## src/hdl/asc_pkg.sv

```systemverilog
package asc_pkg;

  localparam int SLOTS_DEF       = 256;
  localparam int SLOTS_PER_ROW_DEF = 16;
  localparam int CELL_WIDTH_DEF  = 64;
  localparam int CELL_HEIGHT_DEF = 64;

  localparam int          KEY_W    = 19;
  localparam logic [31:0] KEY_MASK = 32'h0007_FFFF;

  // The key memory holds one row of this many keys per word.
  localparam int LANES  = 64;
  localparam int LANE_W = $clog2(LANES);

  localparam logic CMD_LOAD  = 1'b0;
  localparam logic CMD_INVAL = 1'b1;

  typedef enum logic [2:0] {
    STAT_HIT,
    STAT_LOADED,
    STAT_FULL,
    STAT_REMOVED,
    STAT_ABSENT
  } status_t;

  typedef enum logic [1:0] {
    ST_IDLE,
    ST_SEARCH,
    ST_FINISH,
    ST_OUT
  } state_t;

  typedef struct packed {
    logic rd;
    logic set;
    logic clr;
  } ks_ctrl_t;

  typedef struct packed {
    logic pop_rd;
    logic pop_commit;
    logic push;
  } fs_ctrl_t;

  function automatic int rows_of(int slots);
    return (slots + LANES - 1) >> LANE_W;
  endfunction

  function automatic int row_w(int slots);
    int rows;
    rows = rows_of(slots);
    return (rows > 1) ? $clog2(rows) : 1;
  endfunction

  function automatic int idx_w(int slots);
    return LANE_W + row_w(slots);
  endfunction

  function automatic int cnt_w(int slots);
    return $clog2(slots + 1);
  endfunction

  function automatic int addr_w(int slots);
    return (slots > 1) ? $clog2(slots) : 1;
  endfunction

  function automatic int col_w(int per_row);
    return (per_row > 1) ? $clog2(per_row) : 1;
  endfunction

endpackage

```

## src/hdl/asc_free_stack.sv

```systemverilog
module asc_free_stack #(
  parameter int SLOTS         = asc_pkg::SLOTS_DEF,
  parameter int SLOTS_PER_ROW = asc_pkg::SLOTS_PER_ROW_DEF,
  parameter int CROW_W        = 5
) (
  input  logic                                     clk,
  input  logic                                     rst,
  input  asc_pkg::fs_ctrl_t                        ctrl,
  input  logic [asc_pkg::idx_w(SLOTS)-1:0]         push_slot,
  input  logic [asc_pkg::col_w(SLOTS_PER_ROW)-1:0] push_col,
  input  logic [CROW_W-1:0]                        push_row,
  output logic                                     empty,
  output logic [asc_pkg::idx_w(SLOTS)-1:0]         pop_slot,
  output logic [asc_pkg::col_w(SLOTS_PER_ROW)-1:0] pop_col,
  output logic [CROW_W-1:0]                        pop_row
);
  import asc_pkg::*;

  localparam int IW       = idx_w(SLOTS);
  localparam int CW       = cnt_w(SLOTS);
  localparam int AW       = addr_w(SLOTS);
  localparam int CLW      = col_w(SLOTS_PER_ROW);
  localparam int EW       = IW + CLW + CROW_W;
  localparam int COL_INIT = SLOTS % SLOTS_PER_ROW;
  localparam int ROW_INIT = SLOTS / SLOTS_PER_ROW;

  logic [EW-1:0]     stack_mem [SLOTS];
  logic [EW-1:0]     rd_data;
  logic [CW-1:0]     count;
  // Lowest fill level reached since reset; entries below it have never
  // been written, so a pop at that level is formed from lo, lo_col, lo_row.
  logic [CW-1:0]     lo;
  logic [CLW-1:0]    lo_col;
  logic [CROW_W-1:0] lo_row;
  logic [CLW-1:0]    dec_col;
  logic [CROW_W-1:0] dec_row;
  logic              fresh;
  logic [IW-1:0]     fresh_slot;
  logic [CLW-1:0]    fresh_col;
  logic [CROW_W-1:0] fresh_row;

  always_comb begin
    if (lo_col == '0) begin
      dec_col = CLW'(SLOTS_PER_ROW - 1);
      dec_row = lo_row - 1'b1;
    end else begin
      dec_col = lo_col - 1'b1;
      dec_row = lo_row;
    end
  end

  always_ff @(posedge clk) begin
    if (ctrl.pop_rd) begin
      rd_data    <= stack_mem[AW'(count - 1'b1)];
      fresh      <= (count == lo);
      fresh_slot <= IW'(lo - 1'b1);
      fresh_col  <= dec_col;
      fresh_row  <= dec_row;
    end
    if (ctrl.push) begin
      stack_mem[AW'(count)] <= {push_slot, push_col, push_row};
    end
  end

  always_ff @(posedge clk) begin
    if (rst) begin
      count  <= CW'(SLOTS);
      lo     <= CW'(SLOTS);
      lo_col <= CLW'(COL_INIT);
      lo_row <= CROW_W'(ROW_INIT);
    end else begin
      if (ctrl.pop_commit) begin
        count <= count - 1'b1;
        if (count == lo) begin
          lo     <= lo - 1'b1;
          lo_col <= dec_col;
          lo_row <= dec_row;
        end
      end else if (ctrl.push) begin
        count <= count + 1'b1;
      end
    end
  end

  assign empty = (count == '0);

  always_comb begin
    if (fresh) begin
      pop_slot = fresh_slot;
      pop_col  = fresh_col;
      pop_row  = fresh_row;
    end else begin
      {pop_slot, pop_col, pop_row} = rd_data;
    end
  end

endmodule

```

## config.mk

```make
export PLATFORM = sky130hd
export DESIGN_NAME = asc_free_stack
export DESIGN_NICKNAME = d
export VERILOG_FILES = /design/src/hdl/asc_pkg.sv /design/src/hdl/asc_free_stack.sv
export SDC_FILE = /design/constraint.sdc
export NUM_CORES = 2
export LEC_CHECK = 0
export BUFFER_PORTS_ARGS = -buffer_cell sky130_fd_sc_hd__buf_4
export CAP_MARGIN = 0
export CORE_MARGIN = 2
export CORE_UTILIZATION = 30
export CTS_BUF_LIST = sky130_fd_sc_hd__clkbuf_2 sky130_fd_sc_hd__clkbuf_4 sky130_fd_sc_hd__clkbuf_8
export CTS_CLUSTER_DIAMETER = 60
export DETAILED_ROUTE_END_ITERATION = 12
export PLACE_DENSITY = 0.55
export SLEW_MARGIN = 40
export SYNTH_ARGS = -nofsm -noshare
export SYNTH_HDL_FRONTEND = slang
export SYNTH_MEMORY_MAX_BITS = 65536
export SYNTH_SLANG_ARGS = --single-unit
export TNS_END_PERCENT = 50
```

## constraint.sdc

```tcl
create_clock -name clk -period 4.65 [get_ports clk]
set_input_delay 0.93 -clock clk [delete_from_list [all_inputs] [get_ports clk]]
set_output_delay 0.93 -clock clk [all_outputs]
set_load 0.005 [all_outputs]
```

==> flow_metrics.env <==
export IMPL_max_vdd_ir_drop_mv=0.295
export IMPL_slowest_delay_ns=0.47
export IMPL_setup_violations=0
export IMPL_cpMaxStageDelayCell="nor3b_1"
export IMPL_worstRegToRegCells=10
export IMPL_insertion_delay_ns=1.26
export IMPL_gp_congestion=0.871
export IMPL_cts_setup_buffers=0
export IMPL_dieHeight_um=758
export IMPL_fin_nets=9216
export IMPL_critPathMaxFanout=13
export IMPL_dr_wl_met3_mm=46.1
export IMPL_cts_max_level=6
export IMPL_critical_path_class="reg2out"
export IMPL_grtUsageTotal_pct=17.3
export IMPL_hold_depth=1
export IMPL_ios=40
export IMPL_drive_gt1_share_pct=31.3
export IMPL_synth_edff_count=4387
export IMPL_path_cells="clkinv_2 > ha_4 > nor3b_1 > buf_4 > nand2_1 > nor4_1 > buf_4 > buf_4"
export IMPL_max_freq_mhz=223
export IMPL_pwr_share_comb_pct=20.1
export IMPL_worstPathArrival_ns=3.56
export IMPL_routedWlPerCell_um=29.6
export IMPL_switching_share_pct=29.8
export IMPL_cts_root_buf="clkbuf_8"
export IMPL_worst_pin_slew_ns=0.864
export IMPL_worst_hold_startpoint="push_col[2]"
export IMPL_period_share_pct=96.5
export IMPL_period_minus_slack_ns=4.49
export IMPL_grt_first_pass_wirelength_mm=708
export IMPL_drt_iter0_markers=12000
export IMPL_ys_types=82
export IMPL_yosysWarnings=0
export IMPL_pwr_density_cell_nw_per_um2=487
export IMPL_avgSynthCellArea_um2=20.7
export IMPL_drv_slew=0
export IMPL_synthArstFlopShare_pct=0
export IMPL_synth_seq_cells=4414
export IMPL_status="finished, final reports clean"
export IMPL_synth_nets=8272
export IMPL_start_kind="register"
export IMPL_placedCellCount=16000
export IMPL_core_area_um2=566000
export IMPL_netlist_instances=8243
export IMPL_netSwitchingPower_w=0.0288
export IMPL_seqPwrFrac_pct=46.0
export IMPL_synth_seq_area_share_pct=77.6
export IMPL_port_buffer_count=39
export IMPL_whs_endpoint="stack_mem[52][7]"
export IMPL_place_area_um2=185000
export IMPL_areaGrowthSynthToFinish_pct=16.6
export IMPL_grt_pass1_vias=90100
export IMPL_critical_path_top_delay_family="simple AND/OR/NAND/NOR gates"
export IMPL_num_vias=89600
export IMPL_start_util_pct=30.1
export IMPL_final_common_cell="edfxtp_1"
export IMPL_stdcell_area_um2=199000
export IMPL_grt_max_degree=110
export IMPL_dr_pass1_iters=7
export IMPL_maxCapViolCount=0
export IMPL_cts_sinks=4414
export IMPL_drc=0
export IMPL_instances_no_fill=17300
export IMPL_timing_rr_end="rd_data[1]"
export IMPL_die_w_um=758
export IMPL_finalCoreUtilization_pct=35.2
export IMPL_topRoutingLayerUsed="met5"
export IMPL_critPathCaptureType="output pin"
export IMPL_grt_overflow=0
export IMPL_via_per_inst=5.19
export IMPL_hold_slack_ns=0.0585
export IMPL_wl_met2_mm=237
export IMPL_synth_flop_cell="edfxtp_1"
export IMPL_required_ns=3.72
export IMPL_path_clk_slew_ns=0.06
export IMPL_p_clk_share_pct=33.9
export IMPL_slew_headroom_pct=40.8
export IMPL_wl_met1_mm=208
export IMPL_cts_tree="built"
export IMPL_layout_common_cells="4387 x edfxtp_1, 1018 x mux4_2, 765 x nand2_1"
export IMPL_cts_buffer_depth=4
export IMPL_internal_power_w=0.0680
export IMPL_regToRegSetupSlack_ns=0.22
export IMPL_rows=276
export IMPL_path_buf_inv=4
export IMPL_rsz0062_at_grt="no"
export IMPL_antenna_found_initial=43
export IMPL_crit_path_frequent_cell="buf_4"
export IMPL_min_path_type="in2reg"
export IMPL_synth_area_um2=171000
export IMPL_power_leakage_nw=62.2
export IMPL_nFillCells=52600
export IMPL_dp_hpwl_mm=318
export IMPL_routed_wl_mm=511
export IMPL_die_area_um2=574000
export IMPL_skew_ns=0.0702
export IMPL_regToRegStartpoint="count[0]"
export IMPL_ant_nets=0
export IMPL_final_hold_viol_count=0
export IMPL_setup_tns_ns=0
export IMPL_cts_made_buffers=714
-- cell type report --
cell class,instances,area (µm²),share of cell area (%)
flip-flops and latches,4414,132000,66.5
multi-input cells,3322,36400,18.3
clock buffers,966,11800,5.93
well taps,7506,9390,4.72
repair buffers,723,6870,3.45
clock inverters,306,2040,1.02
inverters,12,46.3,0.0233
diodes,15,37.5,0.0189
-- timing repair --
| item | CTS | global route |
|---|---|---|
| setup endpoints to repair | 0 | 0 |
| resized for setup | 0 | 0 |
| hold buffers | 6 | 1 |
| hold endpoints to repair | 57 | 1 |
-- power groups by stage --
stage                     registers [W]  logic (W)  clock network, W
after floorplan                  0.0452    0.00955                 0
after global placement           0.0453     0.0190                 0
after detailed placement         0.0453     0.0192                 0
after CTS                        0.0445     0.0193            0.0334
after global routing             0.0445     0.0201            0.0351
final                            0.0445     0.0194            0.0328
-- metrics by stage --
step | power [W] | setup WS [ns]
6_report | 0.0968 | 0.163
3_5_place_dp | 0.0645 | 0.276
2_1_floorplan | 0.0547 | 0.0510
3_3_place_gp | 0.0643 | 0.0112
5_1_grt | 0.0997 | 0.0735
4_1_cts | 0.0972 | 0.139
-- worst max path at each step --
stage / startpoint / to / slack [ns] / cells past startpoint
CTS: count[0] / empty / 0.14 / 8
global placement: count[0] / rd_data[1] / 0.01 / 12
finish: count[0] / empty / 0.16 / 8
detailed placement: count[2] / rd_data[1] / 0.28 / 9
global route: count[0] / empty / 0.07 / 8
floorplan: count[0] / rd_data[3] / 0.05 / 18
-- state kept, by name, indices dropped and copies added (netlist names), 4 cells and up --
| signal | flops |
|---|---|
| stack_mem | 4352 |
| rd_data | 17 |
| count | 9 |
| lo | 9 |
| fresh_slot | 8 |
| fresh_row | 5 |
| lo_row | 5 |
| fresh_col | 4 |
| lo_col | 4 |
-- layer usage --
| layer | GRT usage [%] | vias up |
|---|---|---|
| met4 | 6.27 | 10 |
| met1 | 23.8 | 48100 |
| li1 | - | 36100 |
| met5 | 0 | - |
| met3 | 3.55 | 840 |
| met2 | 27.1 | 4498 |
-- cells in the mapped netlist (all sizes together), types with 7 or more instances --
cell type,n,area share (%)
o41a,8,0.053
mux4,1018,13
clkbuf,197,0.43
a21oi,112,0.33
xor2,13,0.071
o21ai,29,0.087
mux2i,168,0.99
a31oi,68,0.25
inv,12,0.026
buf,298,0.98
a22o,9,0.046
o22ai,13,0.048
a32oi,75,0.39
mux2,17,0.11
nor2b,8,0.029
a2111oi,9,0.061
nand4,13,0.048
xnor2,27,0.15
nand3,307,0.90
o211ai,14,0.065
or3,11,0.040
a211oi,19,0.084
dfxtp,27,0.32
a22oi,112,0.49
ha,7,0.051
and3,58,0.22
a32o,8,0.047
edfxtp,4387,77
nand2,768,1.7
o31a,9,0.046
a311oi,7,0.036
or4b,9,0.053
nor2,300,0.66
nor3,24,0.073
-- logic make-up (layout without fill, tap and decap cells) --
group,Yosys count,in the layout,share of synthesized area (%)
compound gates,543,543,2.30
buf+inv,507,2007,1.44
simple gates,1529,1529,3.86
mux,1203,1203,14.5
other cells,0,15,0
xor+xnor,40,40,0.221
fa+ha+maj,7,7,0.0514
flops,4414,4414,77.6
Power figures use the tool's default switching activity.
